`src/rtl/esd_pkg.sv`:
```
// Escape decoder package: mode and status codes, digit constants, character helpers.
`timescale 1ns / 1ps
package esd_pkg;

    typedef enum logic [4:0] {
        M_IDLE = 5'b00001,
        M_HEX2 = 5'b00010,
        M_HEX4 = 5'b00100,
        M_HEX8 = 5'b01000,
        M_OCT  = 5'b10000
    } t_mode;

    typedef enum logic [2:0] {
        ST_OK         = 3'd0,
        ST_UNEXP_END  = 3'd1,
        ST_BAD_LETTER = 3'd2,
        ST_BAD_HEX    = 3'd3,
        ST_BAD_CP     = 3'd4,
        ST_SHORT_HEX  = 3'd5
    } t_status;

    localparam int unsigned BYTE_W  = 8;
    localparam int unsigned CP_W    = 21;
    localparam int unsigned CNT_W   = 4;
    localparam int unsigned ACC_W   = 32;
    localparam int unsigned OCT_ACC_W = 11;

    localparam logic [CNT_W-1:0] HEX2_DIGITS = 4'd2;
    localparam logic [CNT_W-1:0] HEX4_DIGITS = 4'd4;
    localparam logic [CNT_W-1:0] HEX8_DIGITS = 4'd8;
    localparam logic [CNT_W-1:0] OCT_DIGITS  = 4'd3;
    localparam logic [OCT_ACC_W-1:0] OCT_MAX = 11'h0FF;

    localparam logic [ACC_W-1:0] CP_MAX    = 32'h0010_FFFF;
    localparam logic [ACC_W-1:0] SURR_LO   = 32'h0000_D800;
    localparam logic [ACC_W-1:0] SURR_HI   = 32'h0000_DFFF;

    // Value of a one-letter escape, zero when the byte is not one.
    function automatic logic [BYTE_W-1:0] simple_esc(input logic [BYTE_W-1:0] c);
        logic [BYTE_W-1:0] v;
        v = '0;
        unique case (c)
            "a":  v = 8'd7;
            "b":  v = 8'd8;
            "f":  v = 8'd12;
            "n":  v = 8'd10;
            "r":  v = 8'd13;
            "t":  v = 8'd9;
            "v":  v = 8'd11;
            "\\": v = 8'd92;
            "\"": v = 8'd34;
            "'":  v = 8'd39;
            "?":  v = 8'd63;
            default: v = '0;
        endcase
        return v;
    endfunction

    // {valid, nibble} of a hex digit.
    function automatic logic [4:0] hex_val(input logic [BYTE_W-1:0] c);
        logic [4:0] r;
        r = '0;
        if (c >= "0" && c <= "9") begin
            r = {1'b1, 4'(c - 8'h30)};
        end else if (c >= "a" && c <= "f") begin
            r = {1'b1, 4'(c - 8'h57)};
        end else if (c >= "A" && c <= "F") begin
            r = {1'b1, 4'(c - 8'h37)};
        end
        return r;
    endfunction

    function automatic logic is_oct(input logic [BYTE_W-1:0] c);
        return (c >= "0") && (c <= "7");
    endfunction

endpackage

```
`src/rtl/esd_in_if.sv`:
```
// Input channel of the escape decoder: one body byte per beat.
`timescale 1ns / 1ps
interface esd_in_if
    import esd_pkg::*;
();
    logic              valid;
    logic              ready;
    logic [BYTE_W-1:0] text_byte;
    logic              begins;
    logic              is_final;

    modport source (output valid, output text_byte, output begins, output is_final,
                    input ready);
    modport sink   (input valid, input text_byte, input begins, input is_final,
                    output ready);
endinterface

```
`src/rtl/esd_out_if.sv`:
```
// Output channel of the escape decoder: one decoded escape per beat.
`timescale 1ns / 1ps
interface esd_out_if
    import esd_pkg::*;
();
    logic             valid;
    logic             ready;
    t_status          status;
    logic [CP_W-1:0]  code_point;
    logic [CNT_W-1:0] consumed_count;

    modport source (output valid, output status, output code_point, output consumed_count,
                    input ready);
    modport sink   (input valid, input status, input code_point, input consumed_count,
                    output ready);
endinterface

```
`src/rtl/escape_sequence_decoder_unit.sv`:
```
// Escape sequence decoder: decodes C string escape bodies byte by byte.
// Throughput: one input beat per cycle while the skid is empty; decode state updates at the accepting edge.
// A result is registered into the result register, or into the skid while that one still waits.
// A two-entry output buffer (result register plus skid) keeps input ready while one waits.
// Reset (synchronous, active low): decoder idle, counters cleared, output empty.
`timescale 1ns / 1ps
module escape_sequence_decoder_unit
    import esd_pkg::*;
(
    input  logic  i_clk,
    input  logic  i_rst_n,
    esd_in_if.sink    i_in,
    esd_out_if.source o_out
);

    t_mode             r_mode,   n_mode;
    logic [CNT_W-1:0]  r_digits, n_digits;
    logic [ACC_W-1:0]  r_acc,    n_acc;
    logic              r_bad,    n_bad;
    logic [CNT_W-1:0]  r_bad_idx, n_bad_idx;

    logic              r_out_valid, r_skid_valid;
    t_status           r_out_status, r_skid_status;
    logic [CP_W-1:0]   r_out_cp,     r_skid_cp;
    logic [CNT_W-1:0]  r_out_cnt,    r_skid_cnt;

    logic              in_fire, out_fire;
    logic              res_valid;
    t_status           res_status;
    logic [CP_W-1:0]   res_cp;
    logic [CNT_W-1:0]  res_cnt;

    logic [BYTE_W-1:0]    c;
    logic [BYTE_W-1:0]    esc_v;
    logic [4:0]           hv;
    logic [CNT_W-1:0]     need;
    logic [OCT_ACC_W-1:0] oct_nv;

    assign in_fire  = i_in.valid && i_in.ready;
    assign out_fire = r_out_valid && o_out.ready;
    assign i_in.ready = !r_skid_valid;

    assign c      = i_in.text_byte;
    assign esc_v  = simple_esc(c);
    assign hv     = hex_val(c);
    assign oct_nv = {r_acc[BYTE_W-1:0], c[2:0]};

    always_comb begin
        unique case (r_mode)
            M_HEX2:  need = HEX2_DIGITS;
            M_HEX4:  need = HEX4_DIGITS;
            default: need = HEX8_DIGITS;
        endcase
    end

    always_comb begin
        n_mode     = r_mode;
        n_digits   = r_digits;
        n_acc      = r_acc;
        n_bad      = r_bad;
        n_bad_idx  = r_bad_idx;
        res_valid  = 1'b0;
        res_status = ST_OK;
        res_cp     = '0;
        res_cnt    = '0;
        if (in_fire) begin
            if (i_in.begins) begin
                priority if (esc_v != '0) begin
                    res_valid = 1'b1;
                    res_cp    = CP_W'(esc_v);
                    res_cnt   = CNT_W'(1);
                    n_mode    = M_IDLE;
                end else if (c == "x" || c == "u" || c == "U") begin
                    if (i_in.is_final) begin
                        res_valid  = 1'b1;
                        res_status = ST_SHORT_HEX;
                        n_mode     = M_IDLE;
                    end else begin
                        n_mode    = (c == "x") ? M_HEX2 : ((c == "u") ? M_HEX4 : M_HEX8);
                        n_digits  = '0;
                        n_acc     = '0;
                        n_bad     = 1'b0;
                        n_bad_idx = '0;
                    end
                end else if (is_oct(c)) begin
                    n_mode   = M_OCT;
                    n_digits = CNT_W'(1);
                    n_acc    = ACC_W'(c[2:0]);
                    if (i_in.is_final) begin
                        res_valid = 1'b1;
                        res_cp    = CP_W'(c[2:0]);
                        res_cnt   = CNT_W'(1);
                        n_mode    = M_IDLE;
                    end
                end else begin
                    res_valid  = 1'b1;
                    res_status = ST_BAD_LETTER;
                    n_mode     = M_IDLE;
                end
            end else begin
                unique case (r_mode)
                    M_HEX2, M_HEX4, M_HEX8: begin
                        if (!hv[4] && !r_bad) begin
                            n_bad     = 1'b1;
                            n_bad_idx = r_digits;
                        end
                        n_acc    = {r_acc[ACC_W-5:0], (hv[4] ? hv[3:0] : 4'd0)};
                        n_digits = r_digits + CNT_W'(1);
                        if (n_digits >= need) begin
                            res_valid = 1'b1;
                            n_mode    = M_IDLE;
                            priority if (n_bad) begin
                                res_status = ST_BAD_HEX;
                                res_cnt    = n_bad_idx;
                            end else if (r_mode != M_HEX2 && (n_acc > CP_MAX ||
                                         (n_acc >= SURR_LO && n_acc <= SURR_HI))) begin
                                res_status = ST_BAD_CP;
                                res_cnt    = need + CNT_W'(1);
                            end else begin
                                res_cp  = n_acc[CP_W-1:0];
                                res_cnt = need + CNT_W'(1);
                            end
                        end else if (i_in.is_final) begin
                            res_valid  = 1'b1;
                            res_status = ST_SHORT_HEX;
                            n_mode     = M_IDLE;
                        end
                    end
                    M_OCT: begin
                        if (is_oct(c) && oct_nv <= OCT_MAX) begin
                            n_acc    = ACC_W'(oct_nv);
                            n_digits = r_digits + CNT_W'(1);
                            if (n_digits >= OCT_DIGITS || i_in.is_final) begin
                                res_valid = 1'b1;
                                res_cp    = CP_W'(oct_nv);
                                res_cnt   = n_digits;
                                n_mode    = M_IDLE;
                            end
                        end else begin
                            // stop byte: not consumed
                            res_valid = 1'b1;
                            res_cp    = r_acc[CP_W-1:0];
                            res_cnt   = r_digits;
                            n_mode    = M_IDLE;
                        end
                    end
                    default: n_mode = M_IDLE;
                endcase
            end
        end
    end

    always_ff @(posedge i_clk) begin
        if (!i_rst_n) begin
            r_mode    <= M_IDLE;
            r_digits  <= '0;
            r_acc     <= '0;
            r_bad     <= 1'b0;
            r_bad_idx <= '0;
        end else begin
            r_mode    <= n_mode;
            r_digits  <= n_digits;
            r_acc     <= n_acc;
            r_bad     <= n_bad;
            r_bad_idx <= n_bad_idx;
        end
    end

    always_ff @(posedge i_clk) begin
        if (!i_rst_n) begin
            r_out_valid  <= 1'b0;
            r_skid_valid <= 1'b0;
        end else if (r_skid_valid) begin
            if (out_fire) begin
                r_out_valid  <= 1'b1;
                r_skid_valid <= 1'b0;
            end
        end else if (res_valid) begin
            if (!r_out_valid || out_fire) begin
                r_out_valid <= 1'b1;
            end else begin
                r_skid_valid <= 1'b1;
            end
        end else if (out_fire) begin
            r_out_valid <= 1'b0;
        end
    end

    always_ff @(posedge i_clk) begin
        if (r_skid_valid) begin
            if (out_fire) begin
                r_out_status <= r_skid_status;
                r_out_cp     <= r_skid_cp;
                r_out_cnt    <= r_skid_cnt;
            end
        end else if (res_valid) begin
            if (!r_out_valid || out_fire) begin
                r_out_status <= res_status;
                r_out_cp     <= res_cp;
                r_out_cnt    <= res_cnt;
            end else begin
                r_skid_status <= res_status;
                r_skid_cp     <= res_cp;
                r_skid_cnt    <= res_cnt;
            end
        end
    end

    assign o_out.valid          = r_out_valid;
    assign o_out.status         = r_out_status;
    assign o_out.code_point     = r_out_cp;
    assign o_out.consumed_count = r_out_cnt;

endmodule

```
`src/flat_wrapper.sv`:
```
// flat-port wrapper written by rule: the top's interface ports become plain ports
module escape_sequence_decoder_unit_flat import esd_pkg::*;
  (i_clk, i_rst_n, i_in_valid, i_in_text_byte, i_in_begins, i_in_is_final, i_in_ready, o_out_valid, o_out_status, o_out_code_point, o_out_consumed_count, o_out_ready);
  esd_in_if i_in_i ();
  esd_out_if o_out_i ();
  input  logic i_clk;
  input  logic i_rst_n;
  input wire logic [$bits(i_in_i.valid)-1:0] i_in_valid;
  input wire logic [$bits(i_in_i.text_byte)-1:0] i_in_text_byte;
  input wire logic [$bits(i_in_i.begins)-1:0] i_in_begins;
  input wire logic [$bits(i_in_i.is_final)-1:0] i_in_is_final;
  output wire logic [$bits(i_in_i.ready)-1:0] i_in_ready;
  output wire logic [$bits(o_out_i.valid)-1:0] o_out_valid;
  output wire logic [$bits(o_out_i.status)-1:0] o_out_status;
  output wire logic [$bits(o_out_i.code_point)-1:0] o_out_code_point;
  output wire logic [$bits(o_out_i.consumed_count)-1:0] o_out_consumed_count;
  input wire logic [$bits(o_out_i.ready)-1:0] o_out_ready;
  assign i_in_i.valid = i_in_valid;
  assign i_in_i.text_byte = i_in_text_byte;
  assign i_in_i.begins = i_in_begins;
  assign i_in_i.is_final = i_in_is_final;
  assign i_in_ready = i_in_i.ready;
  assign o_out_valid = o_out_i.valid;
  assign o_out_status = o_out_i.status;
  assign o_out_code_point = o_out_i.code_point;
  assign o_out_consumed_count = o_out_i.consumed_count;
  assign o_out_i.ready = o_out_ready;
  escape_sequence_decoder_unit u_core (.i_clk(i_clk), .i_rst_n(i_rst_n), .i_in(i_in_i), .o_out(o_out_i));
endmodule
```
`config.mk`:
```
export PLATFORM = sky130hd
export DESIGN_NAME = escape_sequence_decoder_unit_flat
export DESIGN_NICKNAME = d
export VERILOG_FILES = /design/src/rtl/esd_pkg.sv /design/src/rtl/esd_in_if.sv /design/src/rtl/esd_out_if.sv /design/src/rtl/escape_sequence_decoder_unit.sv /design/src/flat_wrapper.sv
export SDC_FILE = /design/constraint.sdc
export NUM_CORES = 1
export LEC_CHECK = 0
export BUFFER_PORTS_ARGS = -buffer_cell sky130_fd_sc_hd__buf_4
export CAP_MARGIN = 15
export CORE_MARGIN = 2
export CORE_UTILIZATION = 40
export CTS_CLUSTER_SIZE = 8
export DETAILED_ROUTE_END_ITERATION = 16
export PLACE_DENSITY_LB_ADDON = 0.2
export SLEW_MARGIN = 20
export SYNTH_ARGS = -nofsm -noshare
export SYNTH_HDL_FRONTEND = slang
export SYNTH_SLANG_ARGS = --single-unit
```
`constraint.sdc`:
```
create_clock -name i_clk -period 10.5 [get_ports i_clk]
set_input_delay 0.525 -clock i_clk [delete_from_list [all_inputs] [get_ports i_clk]]
set_output_delay 0.525 -clock i_clk [all_outputs]
set_load 0.02 [all_outputs]
```
==> run_results.csv <==
group,metric,value,unit
timing,setup_viol,0,
floorplanning,dieHeight,123.0,µm
synth,synth-async-reset-ratio,0,%
outcome,status,"finished, final reports clean",
synth,synth_common_cells,"nand2_1, edfxtp_1, dfxtp_1",
job,max-cap-violations,0,
clocking,path_clk_slew,0.07,ns
placement,pre_cts_ws,6.834,ns
placement,place_congestion,0.9171,
critical_path,critPathMaxFanout,14,
synth,synthMuxAreaShare,0.5303,%
floorplanning,die-area,15130,µm²
routing,first_pass_iters,5,
clocking,cts_setup_buffers,0,
critical_path,crit_chain,"nand3_1 > xnor2_1 > ha_1 > nand2_1 > o21ai_0 > nand2b_1 > nor4b_4 > and2_2 > a221o_1",
clocking,clock-sinks,100,
critical_path,cp_num_buf_inv,0,
placement,port_buffers,43,
hold_path,hold_path.class,"flop to flop",
synth,avgSynthCellArea,9.329,µm²
layout,nFillCells,1328,
floorplanning,dieWidth,123.0,µm
critical_path,cp.required,10.72,ns
critical_path,cp_slowest_cell,"nor4b_4",
synth,syn-cell-area,5663,µm²
timing,setup_tns,0,ns
critical_path,startpoint_type,"flop",
routing,wl_per_cell,18.68,µm
layout,diodes,0,
routing,wirelength,15110,µm
global_route,grt_pass1_vias,4453,
synth,synth_top_cell_area_share,29.70,%
clocking,cts_hold_buf,0,
global_route,grt_antenna_before_repair,0,
power_and_ir_drop,power.density,130.9,nW/µm²
synth,yosys_warnings,0,
timing,worstMarginPinSlew,1.029,ns
timing,hold_viol_final,0,
routing,first_iter_violations,658,
critical_path,cp-end-kind,"flop",
critical_path,crit_type,"flop to flop",
clocking,root_buffer,"clkbuf_16",
synth,synth_xor_xnor_area_share,1.083,%
global_route,grt_pass1_wl,23980,µm
clocking,clock_latency,0.36,ns
clocking,clockBufferDepth,2,
clocking,cts_resized,0,
synth,ys_ff_latch,100,
synth,synth_edf_count,56,
synth,synth_top_family_by_area,"compound AO/OA/AOI/OAI gates",
power_and_ir_drop,max-vdd-ir-drop,0.08111,mV
synth,synth_simple_gate_area_share,21.70,%
critical_path,cp_top_family,"simple AND/OR/NAND/NOR gates",
floorplanning,floorplan.rows,43,
floorplanning,initial_core_util,40.80,%
global_route,grt_overflow,0,
synth,synth_most_common_cell,"nand2_1",
timing,relSlewSlack,31.37,%
timing,post-route-period-util,35.27,%
critical_path,reg2reg_slack,6.80,ns
synth,ys.flop_type,"edfxtp_1",
synth,yosysSeqAreaShare,45.25,%
global_route,grt_max_degree,52,
timing,rsz0062_at_grt,"no",
timing,clock_skew,0.006764,ns
synth,yosys.area.top_type,"edfxtp_1",
critical_path,arrival,3.93,ns
synth,synth.area.top_cells,"edfxtp_1, dfxtp_1, nand2_1",
synth,syn_nets,630,
layout,layout-drive-gt1-share,14.15,%
routing,viasPerCell,6.033,
timing,period_minus_slack,3.703,ns
power_and_ir_drop,p_leak,2.377,nW
floorplanning,ios,44,
clocking,htreeDepth,3,
synth,synth_cells,607,
critical_path,critPathMaxStageDelay,0.77,ns
clocking,cts_tree,"done",
routing,ant_nets,0,
synth,synth_fa_ha_area_share,1.989,%
synth,synth-compound-area-share,24.41,%
timing,layout_setup_ws,6.797,ns
routing,num_vias,4881,
global_route,track_usage,20.58,%
placement,dp_hpwl,10770,µm
timing,drv_slew,0,
routing,drc,0,
synth,synth.distinct_cells,79,
layout,layout.nets,647,
floorplanning,coreArea,13880,µm²
clocking,cts_made_buffers,9,
layout,syn_to_final_growth,12.53,%
timing,fmax,270.0,MHz
[cell type report]
class	instances	area (µm²)	share of cell area, %
flip-flops and latches	100	2562	40.21
multi-input cells	441	2840	44.57
clock buffers	10	229.0	3.593
inverters	25	93.84	1.473
repair buffers	47	352.8	5.537
clock inverters	6	68.82	1.080
well taps	180	225.2	3.534
[per-layer routing]
| layer | vias to the layer above | share of wire, % | GRT usage (%) |
|---|---|---|---|
| met5 | - | 0 | 0 |
| met4 | 0 | 1.6 | 6.747 |
| met3 | 21 | 5.9 | 4.889 |
| met2 | 164 | 44 | 30.11 |
| met1 | 2368 | 49 | 29.83 |
| li1 | 2328 | - | - |
[sequential cells by signal, summed over array words and instances, names as in the netlist]
name / flops
u_core.r_acc: 28
u_core.o_out.code_point: 21
u_core.r_skid_cp: 21
u_core.r_mode: 5
u_core.o_out.consumed_count: 4
u_core.r_bad_idx: 4
u_core.r_digits: 4
u_core.r_skid_cnt: 4
u_core.o_out.status: 3
u_core.r_skid_status: 3
u_core.o_out.valid: 1
u_core.r_bad: 1
u_core.r_skid_valid: 1
[stage by stage]
stage	power, W	area [µm²]	std cells	hold WS, ns	util (%)
2_1_floorplan	0.0004787	5663	607	0.4458	-
3_3_place_gp	0.0005034	6075	793	0.4532	43.76
3_5_place_dp	0.0005040	6075	793	0.4619	43.76
4_1_cts	0.0008414	6372	809	0.4648	45.91
5_1_grt	0.0008608	6372	809	0.4871	45.91
6_report	0.0008344	6372	809	0.4690	45.91
[kinds of logic (layout without fill, tap and decap cells)]
group / Yosys count / count (layout)
compound gates: 195 / 195
buf+inv: 66 / 88
mux: 3 / 3
simple gates: 227 / 227
fa+ha+maj: 9 / 9
flops: 100 / 100
xor+xnor: 7 / 7
[placed cells by master (no fill, tap or decap), drive strengths merged, types with 5 or more instances in the layout]
| master | count |
|---|---|
| a221o | 7 |
| o22ai | 24 |
| a32oi | 13 |
| ha | 9 |
| edfxtp | 56 |
| a21oi | 24 |
| nor3b | 5 |
| a21boi | 8 |
| clkbuf | 10 |
| nand4 | 5 |
| and2 | 20 |
| o21ai | 27 |
| a31o | 6 |
| inv | 28 |
| o21a | 5 |
| a31oi | 15 |
| nor2 | 31 |
| and3 | 7 |
| dfxtp | 44 |
| buf | 47 |
| o211ai | 10 |
| nor3 | 17 |
| nor4 | 9 |
| nand2b | 9 |
| a21o | 20 |
| nand2 | 84 |
| nand3 | 13 |
| nor2b | 5 |
[path summary, 6_finish.rpt]
check / startpoint / endpoint / depth (start not counted)
max: u_core.r_digits[2] / u_core.o_out.code_point[9] / 9
min: u_core.r_acc[24] / u_core.r_acc[24] / 2
max reg2reg: u_core.r_digits[2] / u_core.o_out.code_point[9] / 9
min reg2reg: u_core.r_acc[24] / u_core.r_acc[24] / 2
[report_power, final]
part           internal (W)   total, W  switching [W]
combinational     0.0000246  0.0000747      0.0000502
sequential         0.000419   0.000421     0.00000292
clock              0.000187   0.000338       0.000151
[worst register-to-register path, stage by stage (launching register included)]
cell	delay [ns]
dfxtp_1	0.50
nand3_1	0.21
xnor2_1	0.43
ha_1	0.24
nand2_1	0.07
o21ai_0	0.45
nand2b_1	0.24
nor4b_4	0.77
and2_2	0.44
a221o_1	0.21
Note: power is estimated with default switching activity, not from simulation.
